`config.mk`:
```
export PLATFORM = sky130hd
export DESIGN_NAME = lpc_allpole_synthesis_filter_top
export DESIGN_NICKNAME = d
export VERILOG_FILES = /design/src/rtl/lpcsyn_pkg.sv /design/src/rtl/lpcsyn_excite.sv /design/src/rtl/lpc_allpole_synthesis_filter_top.sv
export VERILOG_INCLUDE_DIRS = /design/src /design/src/rtl
export SDC_FILE = /design/constraint.sdc
export NUM_CORES = 2
export LEC_CHECK = 0
export BUFFER_PORTS_ARGS = -buffer_cell sky130_fd_sc_hd__clkbuf_2
export CAP_MARGIN = 0
export CORE_MARGIN = 4
export CORE_UTILIZATION = 55
export DETAILED_ROUTE_END_ITERATION = 7
export HOLD_SLACK_MARGIN = 0.05
export PLACE_DENSITY = 0.76
export SLEW_MARGIN = 15
export SYNTH_ARGS = -nofsm -noshare
export SYNTH_HDL_FRONTEND = slang
export SYNTH_SLANG_ARGS = --single-unit
```
`constraint.sdc`:
```
create_clock -name clk -period 18 [get_ports clk]
set_input_delay 1.8 -clock clk [delete_from_list [all_inputs] [get_ports clk]]
set_output_delay 1.8 -clock clk [all_outputs]
set_load 0.02 [all_outputs]
```
`src/rtl/assert_macros.svh`:
```
// ---------------------------------------------------------------------------
// Assertion macros
// Shared wrappers for clocked concurrent assertions with an active-low reset.
// ---------------------------------------------------------------------------
`ifndef ASSERT_MACROS_SVH
`define ASSERT_MACROS_SVH

// A property that must hold at every rising edge outside reset.
`define ASSERT_AT(label, clk, rst_n, prop, msg) \
	label: assert property (@(posedge clk) disable iff (!rst_n) prop) \
		else $error(msg);

// A consequent that must hold in the cycle after its antecedent.
`define ASSERT_NEXT(label, clk, rst_n, ante, cons, msg) \
	label: assert property (@(posedge clk) disable iff (!rst_n) (ante) |=> (cons)) \
		else $error(msg);

`endif

```
`src/rtl/lpcsyn_pkg.sv`:
```
// ---------------------------------------------------------------------------
// LPC synthesis filter package
// Widths, codes and the types shared by the filter top level and its
// excitation generator.
// ---------------------------------------------------------------------------
package lpcsyn_pkg;

	// Default ring and coefficient depth.
	localparam int MAX_ORDER_DEF = 16;

	// Field widths.
	localparam int SAMPLE_W   = 16;
	localparam int MODE_W     = 3;
	localparam int SLOT_W     = 4;
	localparam int ORDER_W    = 5;
	localparam int GAIN_W     = 15;
	localparam int PERIOD_W   = 10;
	localparam int SHIFT_W    = 4;
	localparam int LFSR_W     = 16;
	localparam int EXC_W      = 32;
	localparam int CFG_ADDR_W = 2;
	localparam int CFG_DATA_W = 15;

	// Q5.27 to Q1.15 conversion shift.
	localparam int FRAC_SHIFT = 12;

	// Item modes.
	localparam logic [MODE_W-1:0] MODE_LOAD     = 3'd0;
	localparam logic [MODE_W-1:0] MODE_RESIDUAL = 3'd1;
	localparam logic [MODE_W-1:0] MODE_PULSE    = 3'd2;
	localparam logic [MODE_W-1:0] MODE_NOISE    = 3'd3;
	localparam logic [MODE_W-1:0] MODE_ZERO     = 3'd4;

	// Configuration register indexes.
	localparam logic [CFG_ADDR_W-1:0] REG_ORDER  = 2'd0;
	localparam logic [CFG_ADDR_W-1:0] REG_GAIN   = 2'd1;
	localparam logic [CFG_ADDR_W-1:0] REG_PERIOD = 2'd2;
	localparam logic [CFG_ADDR_W-1:0] REG_SHIFT  = 2'd3;

	// Configuration reset values.
	localparam logic [ORDER_W-1:0]  ORDER_RST  = 5'd10;
	localparam logic [GAIN_W-1:0]   GAIN_RST   = 15'd3277;
	localparam logic [PERIOD_W-1:0] PERIOD_RST = 10'd70;
	localparam logic [SHIFT_W-1:0]  SHIFT_RST  = 4'd0;

	// Noise generator.
	localparam logic [LFSR_W-1:0] LFSR_SEED = 16'hACE1;
	localparam logic [LFSR_W-1:0] LFSR_MASK = 16'hB400;

	// Request from the sequencer to the excitation generator.
	typedef struct packed {
		logic                       fire;
		logic [MODE_W-1:0]          mode;
		logic                       block_start;
		logic signed [SAMPLE_W-1:0] residual;
	} exc_req_t;

	// Excitation settings.
	typedef struct packed {
		logic [GAIN_W-1:0]   gain;
		logic [PERIOD_W-1:0] period;
		logic [SHIFT_W-1:0]  shift;
	} exc_cfg_t;

endpackage

```
`src/rtl/lpcsyn_excite.sv`:
```
// ---------------------------------------------------------------------------
// LPC synthesis excitation generator
// Holds the pulse phase and the noise LFSR, steps them when a synthesis item
// is accepted, and registers the item details and then the excitation.
// ---------------------------------------------------------------------------
module lpcsyn_excite (
	input  logic                                    clk,
	input  logic                                    arst_n,
	input  lpcsyn_pkg::exc_req_t                    req,
	input  lpcsyn_pkg::exc_cfg_t                    cfg,
	output logic signed [lpcsyn_pkg::EXC_W-1:0]     exc
);
	import lpcsyn_pkg::*;

	logic [MODE_W-1:0]          mode_q;
	logic signed [SAMPLE_W-1:0] resid_q;
	logic                       pulse_q;
	logic [PERIOD_W-1:0]        phase_q;
	logic [LFSR_W-1:0]          lfsr_q;

	logic [PERIOD_W-1:0]        phase_cur;
	logic [PERIOD_W-1:0]        period_eff;
	logic [PERIOD_W:0]          phase_inc;
	logic [PERIOD_W-1:0]        phase_nxt;
	logic [LFSR_W-1:0]          lfsr_step;
	logic [LFSR_W+GAIN_W-1:0]   noise_prod;
	logic signed [EXC_W-1:0]    exc_d;
	logic signed [EXC_W-1:0]    exc_q;

	// Phase for this item: a block start clears it, a zero period counts as one.
	always_comb begin
		phase_cur  = req.block_start ? '0 : phase_q;
		period_eff = (cfg.period == '0) ? PERIOD_W'(1) : cfg.period;
		phase_inc  = {1'b0, phase_cur} + (PERIOD_W + 1)'(1);
		phase_nxt  = (phase_inc >= {1'b0, period_eff}) ? '0 : phase_inc[PERIOD_W-1:0];
	end

	// One Galois step, shifting right.
	always_comb begin
		if (lfsr_q[0]) begin
			lfsr_step = {1'b0, lfsr_q[LFSR_W-1:1]} ^ LFSR_MASK;
		end else begin
			lfsr_step = {1'b0, lfsr_q[LFSR_W-1:1]};
		end
	end

	// The phase advances on accepted synthesis items, the LFSR on noise items only.
	always_ff @(posedge clk or negedge arst_n) begin
		if (!arst_n) begin
			phase_q <= '0;
			lfsr_q  <= LFSR_SEED;
		end else if (req.fire) begin
			phase_q <= phase_nxt;
			if (req.mode == MODE_NOISE) begin
				lfsr_q <= lfsr_step;
			end
		end
	end

	// Item details kept for the excitation stage.
	always_ff @(posedge clk) begin
		if (req.fire) begin
			mode_q  <= req.mode;
			resid_q <= req.residual;
			pulse_q <= (phase_cur == '0);
		end
	end

	// Excitation select; the noise product keeps its upper fifteen bits.
	assign noise_prod = lfsr_q * cfg.gain;

	always_comb begin
		case (mode_q)
			MODE_RESIDUAL: exc_d = EXC_W'(resid_q) <<< cfg.shift;
			MODE_PULSE:    exc_d = pulse_q ? EXC_W'(cfg.gain) : '0;
			MODE_NOISE:    exc_d = EXC_W'(noise_prod[LFSR_W+GAIN_W-1:LFSR_W]);
			default:       exc_d = '0;
		endcase
	end

	always_ff @(posedge clk) begin
		exc_q <= exc_d;
	end

	assign exc = exc_q;

endmodule

```
`src/rtl/lpc_allpole_synthesis_filter_top.sv`:
```
// ---------------------------------------------------------------------------
// LPC all-pole synthesis filter
// Memory-based tap sequencer with one multiply-accumulate per cycle.
// ---------------------------------------------------------------------------
// Usage:
// Configuration is written through cfg_we, cfg_addr and cfg_wdata while the
// block is idle; each write takes effect at the next rising edge.
// Input items arrive on in_valid/in_ready. A load item (mode zero) writes one
// coefficient in its accept cycle and produces nothing, so loads can follow
// one another every cycle.
// A synthesis item walks the taps through the coefficient and history
// memories, one tap per cycle, in state RUN, then waits in DRAIN for the tap
// pipeline to empty and in FIN for the output register; the sample is then on
// out_valid/out_ready, and the next item is taken once the block is idle again.
// The tap loop, bound by the single read port of each memory, sets how long
// an item takes.
// An output register holds a finished sample; if the receiver stalls, the
// next item is still accepted and its computation waits in the final stage
// until the register is free.
// Reset returns the configuration to its defaults, clears the coefficient
// and history stores (through per-entry valid bits), the ring pointer and the
// pulse phase, and reseeds the noise LFSR. No clearing pass is needed.
// ---------------------------------------------------------------------------
`include "assert_macros.svh"

module lpc_allpole_synthesis_filter_top #(
	parameter int MAX_ORDER = lpcsyn_pkg::MAX_ORDER_DEF
) (
	input  logic                                       clk,
	input  logic                                       arst_n,
	input  logic                                       cfg_we,
	input  logic [lpcsyn_pkg::CFG_ADDR_W-1:0]          cfg_addr,
	input  logic [lpcsyn_pkg::CFG_DATA_W-1:0]          cfg_wdata,
	input  logic                                       in_valid,
	output logic                                       in_ready,
	input  logic [lpcsyn_pkg::MODE_W-1:0]              mode,
	input  logic [lpcsyn_pkg::SLOT_W-1:0]              coef_index,
	input  logic signed [lpcsyn_pkg::SAMPLE_W-1:0]     coef_value,
	input  logic signed [lpcsyn_pkg::SAMPLE_W-1:0]     residual,
	input  logic                                       block_start,
	output logic                                       out_valid,
	input  logic                                       out_ready,
	output logic signed [lpcsyn_pkg::SAMPLE_W-1:0]     sample
);
	import lpcsyn_pkg::*;

	localparam int AW     = $clog2(MAX_ORDER);
	localparam int CW     = $clog2(MAX_ORDER + 1);
	localparam int PROD_W = 2 * SAMPLE_W;
	localparam int ACC_W  = PROD_W + CW;
	localparam int RND_W  = ACC_W - FRAC_SHIFT;
	localparam int TOT_W  = ((RND_W > EXC_W) ? RND_W : EXC_W) + 1;

	localparam logic [AW-1:0]           LAST_IDX = AW'(MAX_ORDER - 1);
	localparam logic signed [TOT_W-1:0] SAT_HI   = TOT_W'(2 ** (SAMPLE_W - 1) - 1);
	localparam logic signed [TOT_W-1:0] SAT_LO   = ~SAT_HI;
	localparam logic [ACC_W-1:0]        RND_BIAS = ACC_W'(2 ** (FRAC_SHIFT - 1));

	// Sequencer states.
	localparam logic [1:0] ST_IDLE  = 2'd0;
	localparam logic [1:0] ST_RUN   = 2'd1;
	localparam logic [1:0] ST_DRAIN = 2'd2;
	localparam logic [1:0] ST_FIN   = 2'd3;

	// Configuration registers.
	logic [ORDER_W-1:0]  order_cfg_q;
	logic [GAIN_W-1:0]   gain_q;
	logic [PERIOD_W-1:0] period_q;
	logic [SHIFT_W-1:0]  shift_q;

	// Sequencer.
	logic [1:0]    state_q;
	logic [CW-1:0] tap_q;
	logic [CW-1:0] order_q;
	logic [CW-1:0] order_sat;
	logic [AW-1:0] rp_q;
	logic [AW-1:0] wp_q;
	logic          in_acc;
	logic          syn_acc;
	logic          load_acc;
	logic          issue;
	logic          fin_fire;

	// Memories and their valid bits.
	logic signed [SAMPLE_W-1:0] coef_mem [MAX_ORDER];
	logic signed [SAMPLE_W-1:0] hist_mem [MAX_ORDER];
	logic [MAX_ORDER-1:0]       coef_vld_q;
	logic [MAX_ORDER-1:0]       hist_vld_q;

	// Tap pipeline.
	logic                       tap_s1;
	logic                       tap_s2;
	logic signed [SAMPLE_W-1:0] coef_rd_s1;
	logic signed [SAMPLE_W-1:0] hist_rd_s1;
	logic                       cv_s1;
	logic                       hv_s1;
	logic signed [PROD_W-1:0]   prod_d;
	logic signed [PROD_W-1:0]   prod_s2;
	logic signed [ACC_W-1:0]    acc_q;

	// Final stage.
	logic [ACC_W-1:0]           acc_sum;
	logic signed [RND_W-1:0]    rnd;
	logic signed [EXC_W-1:0]    exc;
	logic signed [TOT_W-1:0]    total;
	logic signed [SAMPLE_W-1:0] y;
	logic                       out_valid_q;
	logic signed [SAMPLE_W-1:0] sample_q;

	exc_req_t exc_req;
	exc_cfg_t exc_cfg;

	// Configuration writes.
	always_ff @(posedge clk or negedge arst_n) begin
		if (!arst_n) begin
			order_cfg_q <= ORDER_RST;
			gain_q      <= GAIN_RST;
			period_q    <= PERIOD_RST;
			shift_q     <= SHIFT_RST;
		end else if (cfg_we) begin
			unique case (cfg_addr)
				REG_ORDER:  order_cfg_q <= cfg_wdata[ORDER_W-1:0];
				REG_GAIN:   gain_q      <= cfg_wdata[GAIN_W-1:0];
				REG_PERIOD: period_q    <= cfg_wdata[PERIOD_W-1:0];
				REG_SHIFT:  shift_q     <= cfg_wdata[SHIFT_W-1:0];
				default: ;
			endcase
		end
	end

	// Input handshake and item decode.
	assign in_ready = (state_q == ST_IDLE);
	assign in_acc   = in_valid && in_ready;
	assign syn_acc  = in_acc && (mode != MODE_LOAD);
	assign load_acc = in_acc && (mode == MODE_LOAD) && (32'(coef_index) < MAX_ORDER);
	assign order_sat = (32'(order_cfg_q) > MAX_ORDER) ? CW'(MAX_ORDER) : CW'(order_cfg_q);
	assign issue    = (state_q == ST_RUN) && (tap_q != order_q);
	assign fin_fire = (state_q == ST_FIN) && (!out_valid_q || out_ready);

	// Tap sequencer and ring pointer.
	always_ff @(posedge clk or negedge arst_n) begin
		if (!arst_n) begin
			state_q <= ST_IDLE;
			tap_q   <= '0;
			order_q <= '0;
			rp_q    <= '0;
			wp_q    <= '0;
		end else begin
			unique case (state_q)
				ST_IDLE: begin
					if (syn_acc) begin
						state_q <= ST_RUN;
						tap_q   <= '0;
						order_q <= order_sat;
						rp_q    <= (wp_q == '0) ? LAST_IDX : wp_q - AW'(1);
					end
				end
				ST_RUN: begin
					if (issue) begin
						tap_q <= tap_q + CW'(1);
						rp_q  <= (rp_q == '0) ? LAST_IDX : rp_q - AW'(1);
					end else begin
						state_q <= ST_DRAIN;
					end
				end
				ST_DRAIN: begin
					if (!tap_s1 && !tap_s2) begin
						state_q <= ST_FIN;
					end
				end
				ST_FIN: begin
					if (fin_fire) begin
						state_q <= ST_IDLE;
						wp_q    <= (wp_q == LAST_IDX) ? '0 : wp_q + AW'(1);
					end
				end
				default: state_q <= ST_IDLE;
			endcase
		end
	end

	// Valid bits: an entry never written reads as zero.
	always_ff @(posedge clk or negedge arst_n) begin
		if (!arst_n) begin
			coef_vld_q <= '0;
			hist_vld_q <= '0;
		end else begin
			if (load_acc) begin
				coef_vld_q[AW'(coef_index)] <= 1'b1;
			end
			if (fin_fire) begin
				hist_vld_q[wp_q] <= 1'b1;
			end
		end
	end

	// Coefficient memory: written by load items, read one tap per cycle.
	always_ff @(posedge clk) begin
		if (load_acc) begin
			coef_mem[AW'(coef_index)] <= coef_value;
		end
		coef_rd_s1 <= coef_mem[tap_q[AW-1:0]];
		cv_s1      <= coef_vld_q[tap_q[AW-1:0]];
	end

	// History ring: the newest sample is written as the item completes.
	always_ff @(posedge clk) begin
		if (fin_fire) begin
			hist_mem[wp_q] <= y;
		end
		hist_rd_s1 <= hist_mem[rp_q];
		hv_s1      <= hist_vld_q[rp_q];
	end

	// Tap pipeline valid flags.
	always_ff @(posedge clk or negedge arst_n) begin
		if (!arst_n) begin
			tap_s1 <= 1'b0;
			tap_s2 <= 1'b0;
		end else begin
			tap_s1 <= issue;
			tap_s2 <= tap_s1;
		end
	end

	// Multiply, then accumulate in full precision.
	assign prod_d = coef_rd_s1 * hist_rd_s1;

	always_ff @(posedge clk) begin
		prod_s2 <= (cv_s1 && hv_s1) ? prod_d : '0;
		if (syn_acc) begin
			acc_q <= '0;
		end else if (tap_s2) begin
			acc_q <= acc_q + ACC_W'(prod_s2);
		end
	end

	// Excitation generator.
	always_comb begin
		exc_req.fire        = syn_acc;
		exc_req.mode        = mode;
		exc_req.block_start = block_start;
		exc_req.residual    = residual;
		exc_cfg.gain        = gain_q;
		exc_cfg.period      = period_q;
		exc_cfg.shift       = shift_q;
	end

	lpcsyn_excite u_excite (
		.clk    (clk),
		.arst_n (arst_n),
		.req    (exc_req),
		.cfg    (exc_cfg),
		.exc    (exc)
	);

	// Round half up to Q1.15, add the excitation and saturate.
	always_comb begin
		acc_sum = acc_q + RND_BIAS;
		rnd     = acc_sum[ACC_W-1:FRAC_SHIFT];
		total   = TOT_W'(rnd) + TOT_W'(exc);
		if (total > SAT_HI) begin
			y = SAMPLE_W'(SAT_HI);
		end else if (total < SAT_LO) begin
			y = SAMPLE_W'(SAT_LO);
		end else begin
			y = total[SAMPLE_W-1:0];
		end
	end

	// Output register.
	always_ff @(posedge clk or negedge arst_n) begin
		if (!arst_n) begin
			out_valid_q <= 1'b0;
		end else if (fin_fire) begin
			out_valid_q <= 1'b1;
		end else if (out_ready) begin
			out_valid_q <= 1'b0;
		end
	end

	always_ff @(posedge clk) begin
		if (fin_fire) begin
			sample_q <= y;
		end
	end

	assign out_valid = out_valid_q;
	assign sample    = sample_q;

	// Checks on the sequencer.
	`ASSERT_NEXT(a_syn_start, clk, arst_n, syn_acc, (state_q == ST_RUN) && (tap_q == '0), "no walk")
	`ASSERT_AT(a_tap_bound, clk, arst_n, (state_q == ST_RUN) |-> (tap_q <= order_q), "tap overrun")
	`ASSERT_AT(a_fin_drained, clk, arst_n, (state_q == ST_FIN) |-> (!tap_s1 && !tap_s2), "taps busy")
	`ASSERT_NEXT(a_fin_result, clk, arst_n, fin_fire, out_valid && (wp_q != $past(wp_q)), "no result")

endmodule

```
==> impl_metrics.yaml <==
outcome:
  status: "finished, final reports clean"
die:
  die_y_microns: 314.7
  num_rows: 112
  die_x_microns: 314.7
  coreArea_sq_um: 93330
  initial_core_util: 0.5543
  io_pins: 80
  dieArea_sq_um: 99020
drt:
  met1_length_microns: 49090
  dr.pass1.iters: 5
  initialDrtViolationCount: 3154
  drtAntennaViolNets: 0
  route.met2.wl_microns: 58390
  vias: 32550
  via_per_inst: 5.864
  wirelength_microns: 121300
  post_drt_wl_per_cell_microns: 21.85
  wl_met3_microns: 10820
  top_layer: "met5"
  drc_errors: 0
setup_path:
  critPathLaunchType: "flop"
  path_class: "reg -> reg"
  crit_fanout: 18
  cp.required_ps: 18550
  end_kind: "flop"
  critical_path_arrival_ps: 7490
clocking:
  clk_root_buffer_cell: "clkbuf_16"
  cts_tree: "yes"
  cts_resized: 0
  insertion_delay_ps: 700
  ctsHoldBuffers: 0
  cts_max_level: 3
  cts.sinks: 797
  cts-buffers-inserted: 83
  cts.clk_slew.worst_paths_ps: 60
  cts_buffer_depth: 3
  post_cts_buffers: 0
sta:
  tightest_slew_ps: 1167
  setup_viol: 0
  drv_slew: 0
  fmax_ghz: 0.1441
  finalCriticalPeriod_ps: 6940
  fin_setup_tns_ps: 0
  rsz0062_at_grt: "false"
  relSlewSlack: 0.2195
  fin_skew_ps: 71.80
  finalHoldViolations: 0
  finalCritPeriodShare: 0.3855
job:
  maxCapViolCount: 0
synthesis:
  syn-num-nets: 4947
  syn_area_sq_um: 51730
  ys_seq_area_frac: 0.4261
  synth_flop_cell: "edfxtp_1"
  synth_cells: 4177
  synth_most_common_cell: "inv_1"
  avgSynthCellArea_sq_um: 12.38
  ys_ff_latch: 797
  synthTopCellsByArea: "edfxtp_1, fa_1, mux4_2"
  synth_top_area_frac: 0.3181
  synthTopCellsByCount: "inv_1, edfxtp_1, fa_1, nand2_1, ha_1"
  yosysWarnings: 0
  synth_top_area_cell: "edfxtp_1"
  async_flop_share: 0.1443
  synth_cell_types: 92
  synth_edf_count: 548
cells_and_area:
  regArea_sq_um: 22050
  multiInputGateArea_sq_um: 27050
  nNetsFinal: 4996
  drive_gt1_frac: 0.1476
  nFillCells: 7222
  syn2layout_area_growth_pct: 9.194
placement:
  hpwl_microns: 84240
  io_buffers: 79
  gp_congestion: 0.9162
hold_path:
  hp-class: "reg -> reg"
global_route:
  overflow: 0
  grt_use_total: 0.2540
  grt_pass1_wl_microns: 194300
  grt_start_max_net_pins: 72
  antenna_found_initial: 6
  grt_pass1_vias: 34090
[state kept, by name, summed over array words and instances, names as in the netlist, 10 cells and up]
name and cells:
hist_vld_q 16, sample 16, u_excite.phase_q 10, period_q 10, coef_rd_s1 16, prod_s2 32, coef_mem 256, hist_mem 256
gain_q 15, acc_q 37, hist_rd_s1 16, u_excite.lfsr_q 16, u_excite.resid_q 16, u_excite.exc 31, coef_vld_q 16
[metal layers]
layer / GRT usage / vias up
li1: - / 14440
met1: 0.3552 / 16550
met2: 0.4134 / 1343
met3: 0.04989 / 215
met4: 0.06536 / 2
met5: 0 / -
[worst paths after layout]
kind | from | end | slack [ps] | cells past startpoint
hold reg to reg | tap_s1 | tap_s2 | 400 | 0
setup reg to reg | gain_q[9] | u_excite.exc[14] | 11060 | 20
setup / recovery | gain_q[9] | u_excite.exc[14] | 11060 | 20
hold / removal | tap_s1 | tap_s2 | 400 | 0
min in group asynchronous | arst_n | coef_vld_q[2] | 1120 | 1
max in group asynchronous | arst_n | tap_q[1] | 15450 | 2
[placed cells by master, fill, tap and decap left out, drive strengths merged, types with 22 or more instances in the layout]
cell    netlist  layout
a211oi       27      27
a21o         57      57
a21oi       110     110
and2        247     247
and3         30      30
buf          28      55
clkbuf      141     191
clkinv        2      28
dfrtp        95      95
dfxtp       134     134
edfxtp      548     548
fa          443     443
ha          265     265
inv         559     562
mux2         52      52
mux2i        46      46
mux4        177     177
nand2       356     356
nand2b       32      32
nand3        66      66
nand4        23      23
nor2        162     162
nor2b        22      22
nor3         55      55
o21ai        93      93
or2          37      37
xnor2        89      89
xor2         51      51
[per-stage QoR]
stage	util	area, sq um	hold WS [ps]	worst slack, ps	cells
2_1_floorplan	-	51730	348.8	11350	4177
6_report	0.6052	56490	396.0	11060	5551
5_1_grt	0.6052	56480	400.5	10800	5550
4_1_cts	0.6051	56480	389.2	11130	5550
3_3_place_gp	0.5740	53580	358.3	11270	5395
3_5_place_dp	0.5740	53580	375.5	11140	5395
[cells by family (layout without fill, tap and decap cells)]
| logic type | after synthesis | after routing | synth area share |
|---|---|---|---|
| compound gates | 439 | 439 | 0.05776 |
| xor+xnor | 140 | 140 | 0.02370 |
| fa+ha+maj | 708 | 708 | 0.2355 |
| buf+inv | 730 | 849 | 0.05333 |
| flops | 797 | 797 | 0.4261 |
| mux | 275 | 275 | 0.09728 |
| other cells | 0 | 1 | 0 |
| simple gates | 1088 | 1088 | 0.1063 |
[critical path, cell delays in order, from the launching register on]
cell	delay [ps]
dfrtp_1	790
nand2_1	190
fa_1	580
inv_1	60
fa_1	550
fa_1	420
fa_1	460
fa_1	490
inv_1	50
fa_1	470
inv_1	40
ha_1	320
and4_1	240
a221o_1	380
or4_1	440
o2111ai_2	310
a311oi_1	220
and4_1	280
a2111oi_4	290
xnor2_1	160
o21ai_1	70
[area by class of cell]
class                      count  area share
clock buffer                 113     0.04162
multi-input combinational   2650      0.4789
sequential                   797      0.3904
tap                         1254     0.02778
inverter                     561     0.03728
antenna                        1  0.00004430
timing repair buffer         133     0.01422
clock inverter                42    0.009724
Power is not shown: default switching activity piles up to over one toggle a cycle in this logic, so the estimate is an artifact.
